File: src/sv/snq_pkg.sv
`timescale 1ns / 1ps

package snq_pkg;

	// fixed field widths
	localparam int NOTE_W      = 7;
	localparam int LIMIT_W     = 8;
	localparam int FRAC_W      = 16;
	localparam int KIND_W      = 2;
	localparam int STATUS_W    = 2;
	localparam int OUT_IDX_W   = 6;
	localparam int CFG_INDEX_W = 2;

	// 0.999 in Q0.16, truncated
	localparam logic [FRAC_W-1:0] FRACTION_CAP = 16'd65470;

	// item kinds
	localparam logic [KIND_W-1:0] KIND_APPEND = 2'd0;
	localparam logic [KIND_W-1:0] KIND_CLEAR  = 2'd1;
	localparam logic [KIND_W-1:0] KIND_QUERY  = 2'd2;

	// result status codes
	localparam logic [STATUS_W-1:0] STATUS_OK   = 2'd0;
	localparam logic [STATUS_W-1:0] STATUS_NONE = 2'd1;
	localparam logic [STATUS_W-1:0] STATUS_FULL = 2'd2;

	// register indexes
	localparam logic [CFG_INDEX_W-1:0] CFG_LOW_LIMIT  = 2'd0;
	localparam logic [CFG_INDEX_W-1:0] CFG_HIGH_LIMIT = 2'd1;

	localparam logic signed [LIMIT_W-1:0] LIMIT_RESET = -8'sd1;

	// sequencer states
	typedef enum logic [3:0] {
		S_IDLE,
		S_LO_RD,
		S_LO_CMP,
		S_HI_RD,
		S_HI_CMP,
		S_RANGE,
		S_MUL,
		S_SEL,
		S_SEL_RD,
		S_SEL_DATA,
		S_DONE
	} state_t;

endpackage

File: src/sv/scale_note_quantizer.sv
`timescale 1ns / 1ps

// Scale note quantizer: ordered table of MIDI notes, queried by a Q0.16 fraction.
// Input channel (in_valid / in_stall): kind, note_in, fraction. A word is taken
// when in_valid is high and in_stall is low. in_stall stays high while a word is
// being worked on, one word at a time.
// Output channel (out_valid / out_stall): status, note_out, entry_index, one
// word per input word. The result sits in an output register; while the receiver
// stalls, the next input word is still taken and worked up to its result.
// Config channel (cfg_valid / cfg_ready): cfg_index 0 low limit, 1 high limit.
// cfg_ready is always high; write only while the block is idle.
// Append, clear and no-op go from accept straight to the done state. A query
// reads, then compares, each entry visited in each range scan (the single
// table read port is used once per visited entry, then one shared compare),
// then sizes the range, multiplies, selects and reads the chosen entry.
// The next word can be taken the cycle after the result loads.
// Reset empties the table, sets both limits to -1 and arms the limits; no
// clearing pass runs, the block is ready right after reset.
module scale_note_quantizer #(
	parameter int TABLE_DEPTH = 64
) (
	input  logic                                 clk,
	input  logic                                 arst_n,
	input  logic                                 in_valid,
	output logic                                 in_stall,
	input  logic [snq_pkg::KIND_W-1:0]           kind,
	input  logic [snq_pkg::NOTE_W-1:0]           note_in,
	input  logic [snq_pkg::FRAC_W-1:0]           fraction,
	output logic                                 out_valid,
	input  logic                                 out_stall,
	output logic [snq_pkg::STATUS_W-1:0]         status,
	output logic [snq_pkg::NOTE_W-1:0]           note_out,
	output logic [snq_pkg::OUT_IDX_W-1:0]        entry_index,
	input  logic                                 cfg_valid,
	output logic                                 cfg_ready,
	input  logic [snq_pkg::CFG_INDEX_W-1:0]      cfg_index,
	input  logic [snq_pkg::LIMIT_W-1:0]          cfg_data
);

	localparam int IDX_W  = $clog2(TABLE_DEPTH);
	localparam int CNT_W  = $clog2(TABLE_DEPTH + 1);
	localparam int BKT_W  = IDX_W + 1;
	localparam int PROD_W = snq_pkg::FRAC_W + BKT_W;
	localparam int NW     = snq_pkg::NOTE_W;

	snq_pkg::state_t state_q, state_nxt;

	// control state
	logic [CNT_W-1:0]                  cnt_q;
	logic                              lim_act_q;
	logic signed [snq_pkg::LIMIT_W-1:0] low_q, high_q;
	logic                              out_valid_q;

	// working registers
	logic [IDX_W-1:0]                  scan_q, lo_q, hi_q, sel_q;
	logic [snq_pkg::FRAC_W-1:0]        frac_q;
	logic [BKT_W-1:0]                  bkt_q;
	logic [PROD_W-1:0]                 prod_q;
	logic [snq_pkg::STATUS_W-1:0]      res_status_q, out_status_q;
	logic [NW-1:0]                     res_note_q, out_note_q;
	logic [IDX_W-1:0]                  res_idx_q, out_idx_q;

	logic                              in_acc, out_free, cfg_acc;
	logic                              use_lo, use_hi, tbl_full;
	logic [IDX_W-1:0]                  last_idx;
	logic [NW-1:0]                     rd_data;
	logic [IDX_W-1:0]                  rd_addr;
	logic                              ram_we;
	logic [NW-1:0]                     cmp_a, cmp_b;
	logic                              cmp_ge;
	logic                              load_out;
	logic [BKT_W-1:0]                  sel_sum, hi_ext;
	logic [IDX_W+snq_pkg::OUT_IDX_W-1:0] idx_ext;

	assign in_acc   = in_valid && !in_stall;
	assign out_free = !out_valid_q || !out_stall;
	assign cfg_ready = 1'b1;
	assign cfg_acc  = cfg_valid && cfg_ready;
	assign in_stall = (state_q != snq_pkg::S_IDLE);

	assign use_lo   = lim_act_q && !low_q[snq_pkg::LIMIT_W-1] && (low_q != '0);
	assign use_hi   = lim_act_q && !high_q[snq_pkg::LIMIT_W-1] && (high_q != '0);
	assign tbl_full = (cnt_q == CNT_W'(TABLE_DEPTH));
	assign last_idx = IDX_W'(cnt_q - CNT_W'(1));
	assign ram_we   = in_acc && (kind == snq_pkg::KIND_APPEND) && !tbl_full;

	// shared magnitude compare used by both range scans
	assign cmp_ge = (cmp_a >= cmp_b);

	// bucket offset added to the low index, clamped to the high index
	assign hi_ext  = {1'b0, hi_q};
	assign sel_sum = {1'b0, lo_q} + prod_q[PROD_W-1:snq_pkg::FRAC_W];

	snq_note_ram #(
		.DEPTH  (TABLE_DEPTH),
		.ADDR_W (IDX_W)
	) u_ram (
		.clk     (clk),
		.wr_en   (ram_we),
		.wr_addr (cnt_q[IDX_W-1:0]),
		.wr_data (note_in),
		.rd_addr (rd_addr),
		.rd_data (rd_data)
	);

	// next state
	always_comb begin
		state_nxt = state_q;
		case (state_q)
			snq_pkg::S_IDLE: begin
				if (in_acc) begin
					if (kind == snq_pkg::KIND_QUERY && cnt_q != '0) begin
						if (use_lo) begin
							state_nxt = snq_pkg::S_LO_RD;
						end else if (use_hi) begin
							state_nxt = snq_pkg::S_HI_RD;
						end else begin
							state_nxt = snq_pkg::S_RANGE;
						end
					end else begin
						state_nxt = snq_pkg::S_DONE;
					end
				end
			end
			snq_pkg::S_LO_RD:  state_nxt = snq_pkg::S_LO_CMP;
			snq_pkg::S_LO_CMP: begin
				if (cmp_ge || scan_q == last_idx) begin
					state_nxt = use_hi ? snq_pkg::S_HI_RD : snq_pkg::S_RANGE;
				end else begin
					state_nxt = snq_pkg::S_LO_RD;
				end
			end
			snq_pkg::S_HI_RD:  state_nxt = snq_pkg::S_HI_CMP;
			snq_pkg::S_HI_CMP: begin
				if (cmp_ge || scan_q == '0) begin
					state_nxt = snq_pkg::S_RANGE;
				end else begin
					state_nxt = snq_pkg::S_HI_RD;
				end
			end
			snq_pkg::S_RANGE: begin
				state_nxt = (hi_q < lo_q) ? snq_pkg::S_DONE : snq_pkg::S_MUL;
			end
			snq_pkg::S_MUL:      state_nxt = snq_pkg::S_SEL;
			snq_pkg::S_SEL:      state_nxt = snq_pkg::S_SEL_RD;
			snq_pkg::S_SEL_RD:   state_nxt = snq_pkg::S_SEL_DATA;
			snq_pkg::S_SEL_DATA: state_nxt = snq_pkg::S_DONE;
			snq_pkg::S_DONE: begin
				if (out_free) begin
					state_nxt = snq_pkg::S_IDLE;
				end
			end
			default: state_nxt = snq_pkg::S_IDLE;
		endcase
	end

	// datapath controls per state
	always_comb begin
		rd_addr  = scan_q;
		cmp_a    = rd_data;
		cmp_b    = low_q[NW-1:0];
		load_out = 1'b0;
		case (state_q)
			snq_pkg::S_HI_CMP: begin
				cmp_a = high_q[NW-1:0];
				cmp_b = rd_data;
			end
			snq_pkg::S_SEL_RD: rd_addr = sel_q;
			snq_pkg::S_DONE:   load_out = out_free;
			default: ;
		endcase
	end

	// control registers
	always_ff @(posedge clk or negedge arst_n) begin
		if (!arst_n) begin
			state_q     <= snq_pkg::S_IDLE;
			cnt_q       <= '0;
			lim_act_q   <= 1'b1;
			low_q       <= snq_pkg::LIMIT_RESET;
			high_q      <= snq_pkg::LIMIT_RESET;
			out_valid_q <= 1'b0;
		end else begin
			state_q <= state_nxt;
			if (in_acc && kind == snq_pkg::KIND_CLEAR) begin
				cnt_q <= '0;
			end else if (ram_we) begin
				cnt_q <= cnt_q + CNT_W'(1);
			end
			// any limit write re-arms the limits; a clear disarms them
			if (cfg_acc && (cfg_index == snq_pkg::CFG_LOW_LIMIT ||
					cfg_index == snq_pkg::CFG_HIGH_LIMIT)) begin
				lim_act_q <= 1'b1;
			end else if (in_acc && kind == snq_pkg::KIND_CLEAR) begin
				lim_act_q <= 1'b0;
			end
			if (cfg_acc && cfg_index == snq_pkg::CFG_LOW_LIMIT) begin
				low_q <= cfg_data;
			end
			if (cfg_acc && cfg_index == snq_pkg::CFG_HIGH_LIMIT) begin
				high_q <= cfg_data;
			end
			if (load_out) begin
				out_valid_q <= 1'b1;
			end else if (!out_stall) begin
				out_valid_q <= 1'b0;
			end
		end
	end

	// working registers and result
	always_ff @(posedge clk) begin
		case (state_q)
			snq_pkg::S_IDLE: begin
				frac_q       <= (fraction > snq_pkg::FRACTION_CAP) ?
					snq_pkg::FRACTION_CAP : fraction;
				lo_q         <= '0;
				hi_q         <= last_idx;
				scan_q       <= use_lo ? '0 : last_idx;
				if (kind == snq_pkg::KIND_APPEND) begin
					res_note_q   <= note_in;
					res_status_q <= tbl_full ? snq_pkg::STATUS_FULL : snq_pkg::STATUS_OK;
					res_idx_q    <= tbl_full ? '0 : cnt_q[IDX_W-1:0];
				end else begin
					res_note_q   <= '0;
					res_idx_q    <= '0;
					res_status_q <= (kind == snq_pkg::KIND_QUERY && cnt_q == '0) ?
						snq_pkg::STATUS_NONE : snq_pkg::STATUS_OK;
				end
			end
			snq_pkg::S_LO_CMP: begin
				lo_q <= scan_q;
				if (cmp_ge || scan_q == last_idx) begin
					scan_q <= last_idx;
				end else begin
					scan_q <= scan_q + IDX_W'(1);
				end
			end
			snq_pkg::S_HI_CMP: begin
				hi_q   <= scan_q;
				scan_q <= scan_q - IDX_W'(1);
			end
			snq_pkg::S_RANGE: begin
				bkt_q <= hi_ext - {1'b0, lo_q} + BKT_W'(1);
				if (hi_q < lo_q) begin
					res_status_q <= snq_pkg::STATUS_NONE;
				end
			end
			snq_pkg::S_MUL: begin
				prod_q <= PROD_W'(frac_q) * PROD_W'(bkt_q);
			end
			snq_pkg::S_SEL: begin
				sel_q <= (sel_sum > hi_ext) ? hi_q : sel_sum[IDX_W-1:0];
			end
			snq_pkg::S_SEL_DATA: begin
				res_note_q <= rd_data;
				res_idx_q  <= sel_q;
			end
			default: ;
		endcase
		if (load_out) begin
			out_status_q <= res_status_q;
			out_note_q   <= res_note_q;
			out_idx_q    <= res_idx_q;
		end
	end

	// report the low six bits of the table index
	assign idx_ext     = {{snq_pkg::OUT_IDX_W{1'b0}}, out_idx_q};
	assign out_valid   = out_valid_q;
	assign status      = out_status_q;
	assign note_out    = out_note_q;
	assign entry_index = idx_ext[snq_pkg::OUT_IDX_W-1:0];

endmodule

File: src/sv/snq_note_ram.sv
`timescale 1ns / 1ps

// Note table storage: one write port, one registered read port.
module snq_note_ram #(
	parameter int DEPTH  = 64,
	parameter int ADDR_W = 6
) (
	input  logic                           clk,
	input  logic                           wr_en,
	input  logic [ADDR_W-1:0]              wr_addr,
	input  logic [snq_pkg::NOTE_W-1:0]     wr_data,
	input  logic [ADDR_W-1:0]              rd_addr,
	output logic [snq_pkg::NOTE_W-1:0]     rd_data
);

	logic [snq_pkg::NOTE_W-1:0] mem_q [DEPTH];
	logic [snq_pkg::NOTE_W-1:0] rd_data_q;

	always_ff @(posedge clk) begin
		if (wr_en) begin
			mem_q[wr_addr] <= wr_data;
		end
	end

	always_ff @(posedge clk) begin
		rd_data_q <= mem_q[rd_addr];
	end

	assign rd_data = rd_data_q;

endmodule

File: config.mk
export PLATFORM = sky130hd
export DESIGN_NAME = scale_note_quantizer
export DESIGN_NICKNAME = d
export VERILOG_FILES = /design/src/sv/snq_pkg.sv /design/src/sv/scale_note_quantizer.sv /design/src/sv/snq_note_ram.sv
export SDC_FILE = /design/constraint.sdc
export NUM_CORES = 1
export LEC_CHECK = 0
export ABC_AREA = 1
export BUFFER_PORTS_ARGS = -buffer_cell sky130_fd_sc_hd__buf_4
export CORE_UTILIZATION = 45
export DETAILED_ROUTE_END_ITERATION = 12
export GPL_TIMING_DRIVEN = 0
export PLACE_DENSITY_LB_ADDON = 0.3
export REMOVE_ABC_BUFFERS = 1
export SLEW_MARGIN = 10
export SYNTH_ARGS = -nofsm -noshare
export SYNTH_HDL_FRONTEND = slang
export SYNTH_HIERARCHICAL = 1
export SYNTH_SLANG_ARGS = --single-unit
export TNS_END_PERCENT = 100
File: constraint.sdc
create_clock -name clk -period 10.11 [get_ports clk]
set_input_delay 0.5055 -clock clk [delete_from_list [all_inputs] [get_ports clk]]
set_output_delay 0.5055 -clock clk [all_outputs]
set_load 0.01 [all_outputs]
==> results.cfg, run 1 <==
[outcome]
status = complete, no violations

[setup_path]
reg2reg_depth = 19
endpoint = prod_q[21]
start_kind = flop
reg2reg_to = prod_q[21]
crit_path_start = bkt_q[5]
r2r-start = bkt_q[5]
rrSetupSlack_ps = 5380
crit_type = reg2reg
critPathRequiredTime_ps = 10450
crit_fanout = 16
arrival_ps = 5070
end_kind = flop

[global_route]
first_global_vias = 19680
overflow = 0
grt_max_degree = 123
grt_pass1_wl_mm = 107
antenna_found_initial = 1
grt_usage = 0.214

[drt]
vias = 20124
first_iter_violations = 1721
ant_nets = 0
viasPerCell = 5.39
routed_wl_mm = 68.0
drc_errors = 0
first_pass_iters = 5
post_drt_wl_per_cell_um = 18.2

[logic_synthesis]
yosys.area_share.simple = 0.229
synth_area_leader_cell = edfxtp_1
ys_seq_area_frac = 0.591
ys_ff_latch = 568
synth-xor-area-share = 0.00553
ys_warn_count = 6
synth_mux_area_frac = 0
synth_edf_count = 532
synth_adder_area_share = 0.0843
synth_top_family_by_area = simple AND/OR/NAND/NOR gates
synth_cells = 2841
synth_cell_types = 48
synthArstFlopShare = 0.0511
yosys.area.top_type_share = 0.560
syn_area_um2 = 28500
synth-compound-area-share = 0.0258
avgSynthCellArea_um2 = 10.0
synth_area_leaders = edfxtp_1, nand2_1, nand3_1
synthFlopType = edfxtp_1

[sta]
final-hold-violation-count = 0
whs_ps = 95.9
timing.final.crit_share = 0.468
final_max_slew_viol_count = 0
slew_headroom = 0.253
tightestPinTransition_ps = 1110
fin_worst_skew_ps = 49.9
clock.fmax_ghz = 0.211
fin_crit_ps = 4730
setup_viol = 0
layout_setup_ws_ps = 5380
rsz0062_at_grt = no

[die]
num_io_pins = 58
die-width_um = 254
start_util = 0.459
core_um2 = 62200
die_h_um = 254
rows = 91
dieArea_um2 = 64400

[placement]
port_buffers = 56
gp_congestion = 0.880
placed_cell_area_um2 = 29900
dp_slack_ps = 5360
hpwl_mm = 44.4

[power_and_ir_drop]
p_per_area_nw_per_um2 = 355
leakagePower_uw = 0.0132
p_sw_uw = 5140
comb_power_share = 0.538
switching_share = 0.456
pwr-share-clk = 0.186
peakVddDrop_mv = 0.264
p_seq_frac = 0.276
p_int_uw = 6140

[cells_and_area]
stdcell_area_um2 = 31800
drive_gt1_frac = 0.0763
utilization = 0.512
diodes = 0
syn2layout_area_growth_pct = 11.5
nets = 3036

[clocking]
clkTransAtPathRegs_ps = 60
insertion_delay_ps = 640
clk_path_buf_depth = 3
cts_buffers = 57
htreeDepth = 2
root_buffer = clkbuf_16
cts_tree = done
cts.sinks = 568
cts.repair.resized = 0

[hold_path]
hold_path_class = in2reg
hp-start = fraction[14]

[flow_run]
cap_violations = 0
-- sequential cells by signal, summed over array words and instances, names as in the netlist --
| signal | flops |
|---|---|
| hi_q | 6 |
| lo_q | 6 |
| frac_q | 16 |
| u_ram/mem_q | 448 |
| scan_q | 6 |
| entry_index | 6 |
| prod_q | 7 |
| u_ram/rd_data | 7 |
| bkt_q | 7 |
| res_note_q | 7 |
| out_valid | 1 |
| lim_act_q | 1 |
| note_out | 7 |
| status | 2 |
| high_q | 8 |
| res_idx_q | 6 |
| sel_q | 6 |
| state_q | 4 |
| cnt_q | 7 |
| low_q | 8 |
| res_status_q | 2 |
-- critical path, stage by stage, from the launching register on --
cell	delay, ps
edfxtp_1	750
nand2_1	110
inv_1	110
fa_1	450
fa_1	530
fa_1	560
inv_1	60
fa_1	530
inv_1	40
ha_1	340
nand2_1	80
nand2_1	60
a31oi_1	170
inv_1	100
nand2_1	60
o21ai_0	70
nor3_1	200
o21ai_0	130
nand2_1	70
nand2_1	50
-- stage by stage --
stage / cells / total power (uW) / setup TNS, ps
floorplan: 2705 / 7690 / -61020
global placement: 3598 / 9110 / -176340
detailed placement: 3624 / 9170 / 0
CTS: 3732 / 11300 / 0
global route: 3732 / 12300 / 0
finish: 3732 / 11300 / 0
-- cell families (layout without fill, tap and decap cells) --
kind of cell	after synthesis	after routing
AND/OR/NAND/NOR	1536	1536
XOR/XNOR	18	18
flip-flops	568	568
AO/OA/AOI/OAI	131	131
other	1	1
adder cells (fa/ha/maj)	149	149
buffers and inverters	438	492
-- cell type report --
class / count / area [um2]
clock buffers: 65 / 1460
clock inverters: 42 / 427
fillers: 5537 / 30400
inverters: 302 / 1150
multi-input cells: 1835 / 9940
flip-flops and latches: 568 / 16900
well taps: 837 / 1050
repair buffers: 83 / 930
-- repair_timing --
| action | 4_1_cts | 5_1_grt |
|---|---|---|
| endpoints found under the setup margin | 0 | 0 |
| hold buffers | 1 | 0 |
| setup buffers | 0 | 0 |
| hold endpoints to repair | 12 | 0 |
-- power groups by stage --
| stage | registers [uW] | logic, uW | clock network [uW] |
|---|---|---|---|
| CTS | 3110 | 6090 | 2130 |
| detailed placement | 3160 | 6020 | 0 |
| finish | 3110 | 6070 | 2100 |
| global route | 3140 | 6920 | 2220 |
| floorplan | 3060 | 4630 | 0 |
| global placement | 3150 | 5960 | 0 |
-- per-layer routing --
metal / routed length, um / up-vias / GRT usage / part of all wire
met3: 4190 / 116 / 0.0256 / 0.062
met5: 20 / - / 0 / 0.00029
li1: - / 9512 / - / -
met4: 1780 / 2 / 0.0661 / 0.026
met2: 32300 / 673 / 0.352 / 0.47
met1: 29800 / 9821 / 0.296 / 0.44
-- how the worst min path moves through the flow --
stage	to	slack, ps	cells past startpoint
3_5_place_dp	status[0]	410	0
6_report	frac_q[14]	100	1
5_1_grt	frac_q[14]	70	1
3_3_place_gp	note_out[4]	410	0
4_1_cts	frac_q[14]	60	1
2_1_floorplan	cnt_q[0]	210	0
-- Yosys cell counts, types with 2 or more instances --
cell type and instances:
nand2_1 874, edfxtp_1 532, nand3_1 466, inv_1 297
nor2_1 125, ha_1 77, o21ai_0 74, fa_1 72
buf_2 52, clkbuf_1 49, a21oi_1 26, nand4_1 25
buf_4 19, dfstp_2 17, xor2_1 14, nor3_1 13
dfrtp_1 12, nor4_1 12, buf_1 11, dfxtp_1 7
or2_2 7, a31oi_1 6, a21o_1 5, buf_6 5
inv_2 4, o21bai_1 4, xnor2_1 4, a211oi_1 3
nor2_2 3, o211ai_1 3, nand3_2 2, nor2_4 2
nor3b_1 2, o21a_1 2, o31ai_1 2
-- placed cells by master, fill, tap and decap left out, drive strengths merged, types with 26 or more instances in the layout --
cell    count
o21ai      75
clkbuf     65
clkinv     35
ha         77
edfxtp    532
nand3     468
nor2      130
a21oi      26
fa         72
inv       303
nand2     875
buf        82
Note: power is estimated with default switching activity, not from simulation.
==> inputs of run 2 (changes only) <==
- clock period: 10.11 -> 4 ns (I/O delays scaled with it)
==> results.cfg, run 2 (same netlist as run 1, synthesis figures left out) <==
[placement]
gp_congestion = 0.880
dp_slack_ps = -747
placed_cell_area_um2 = 29900
hpwl_mm = 44.4
port_buffers = 56
post-place-cells = 3624

[setup_path]
crit_type = reg2reg
crit_fanout = 5
arrival_ps = 4750
end_kind = flop
critPathRequiredTime_ps = 4340
start_kind = flop

[cells_and_area]
drive_gt1_frac = 0.132
utilization = 0.537
mostFrequentLayoutCells = nand2_1, edfxtp_1, nand3_1
top_regs = u_ram/mem_q: 448 flops, frac_q: 16 flops
largest_register_ffs = 448
layout_commonest_cell = nand2_1
final_cells = 3829
syn2layout_area_growth_pct = 16.9
regMostFlops = u_ram/mem_q
stdcell_area_um2 = 33400
diodes = 0
nets = 3133

[drt]
vias = 20644
routed_wl_mm = 71.1
first_pass_iters = 5
drc_errors = 0
post_drt_wl_per_cell_um = 18.6
ant_nets = 0
viasPerCell = 5.39
first_iter_violations = 1681

[global_route]
grt_usage = 0.221
first_global_vias = 20271
overflow = 0
grt_pass1_wl_mm = 111
grt_max_degree = 123
antenna_found_initial = 0

[sta]
setup_viol = 7
fin_worst_skew_ps = 51.1
slew_headroom = 0.244
layout_setup_ws_ps = -409
rsz0062_at_grt = yes
tightestPinTransition_ps = 1120
final_max_slew_viol_count = 0
timing.final.crit_share = 1.10
fin_crit_ps = 4410
clock.fmax_ghz = 0.227
final-hold-violation-count = 0

[die]
die_h_um = 254
dieArea_um2 = 64400
core_um2 = 62200
die-width_um = 254
start_util = 0.459
rows = 91
num_io_pins = 58

[clocking]
htreeDepth = 2
clkTransAtPathRegs_ps = 60
cts.sinks = 568
root_buffer = clkbuf_16
cts_buffers = 57
cts_tree = done
clk_path_buf_depth = 3
insertion_delay_ps = 640

[hold_path]
hold_path_class = in2async

[outcome]
violations = negative setup slack
status = complete, but fails checks

[flow_run]
cap_violations = 0
-- run 2: layer usage --
metal / wire length, um / global-route usage / part of all wire / up-vias
met4: 2130 / 0.0750 / 0.030 / 0
met2: 34100 / 0.367 / 0.48 / 735
met5: 0 / 0 / 0 / -
met3: 4720 / 0.0288 / 0.066 / 122
met1: 30200 / 0.301 / 0.42 / 10061
li1: - / - / - / 9726
-- run 2: path summary, 6_finish.rpt --
path                                 startpoint         end  slack [ps]  cells past startpoint
max in group asynchronous                arst_n   high_q[5]        3640                      2
min in group clk                   cfg_index[0]    low_q[5]          50                      3
worst min-delay path                     arst_n  state_q[1]          30                      2
worst max-delay path                   bkt_q[6]  prod_q[22]        -410                     18
worst max register to register         bkt_q[6]  prod_q[22]        -410                     18
worst min register to register  res_status_q[0]   status[0]         420                      0
-- run 2: critical path, stage by stage (launching register included) --
cell and delay [ps]:
edfxtp_1 440, buf_12 170, buf_6 110, nand2_1 50, inv_1 50, fa_1 480
fa_2 500, fa_1 550, inv_1 60, fa_1 530, inv_1 70, ha_4 250
nand2_1 150, inv_1 60, a21oi_1 150, nor2_1 60, o21bai_1 180, nand3_2 140
xor2_1 170
-- run 2: area by class of cell --
class / instances / area [um2]
multi-input combinational: 1836 / 10500
clock buffer: 65 / 1460
timing repair buffer: 179 / 1870
fill: 5343 / 28800
inverter: 302 / 1150
clock inverter: 42 / 427
tap: 837 / 1050
sequential: 568 / 16900
-- run 2: repair_timing --
| action | CTS | global route |
|---|---|---|
| endpoints found under the setup margin | 405 | 51 |
| gates resized for setup | 92 | 63 |
| endpoints found under the hold margin | 68 | 0 |
| setup buffers | 49 | 13 |
| pin swaps | 78 | 41 |
| gates cloned | 3 | 1 |
| hold buffers | 32 | 0 |
-- run 2: through the flow --
stage | hold slack (ps) | setup TNS (ps)
CTS | 27.1 | -2030
floorplan | -95.6 | -105230
global placement | 144 | -230900
finish | 34.9 | -2250
detailed placement | 156 | -62790
global route | 56.5 | -3410
Power of run 2 is not shown: default switching activity piles up to over one toggle a cycle in this logic, so the estimate is an artifact.
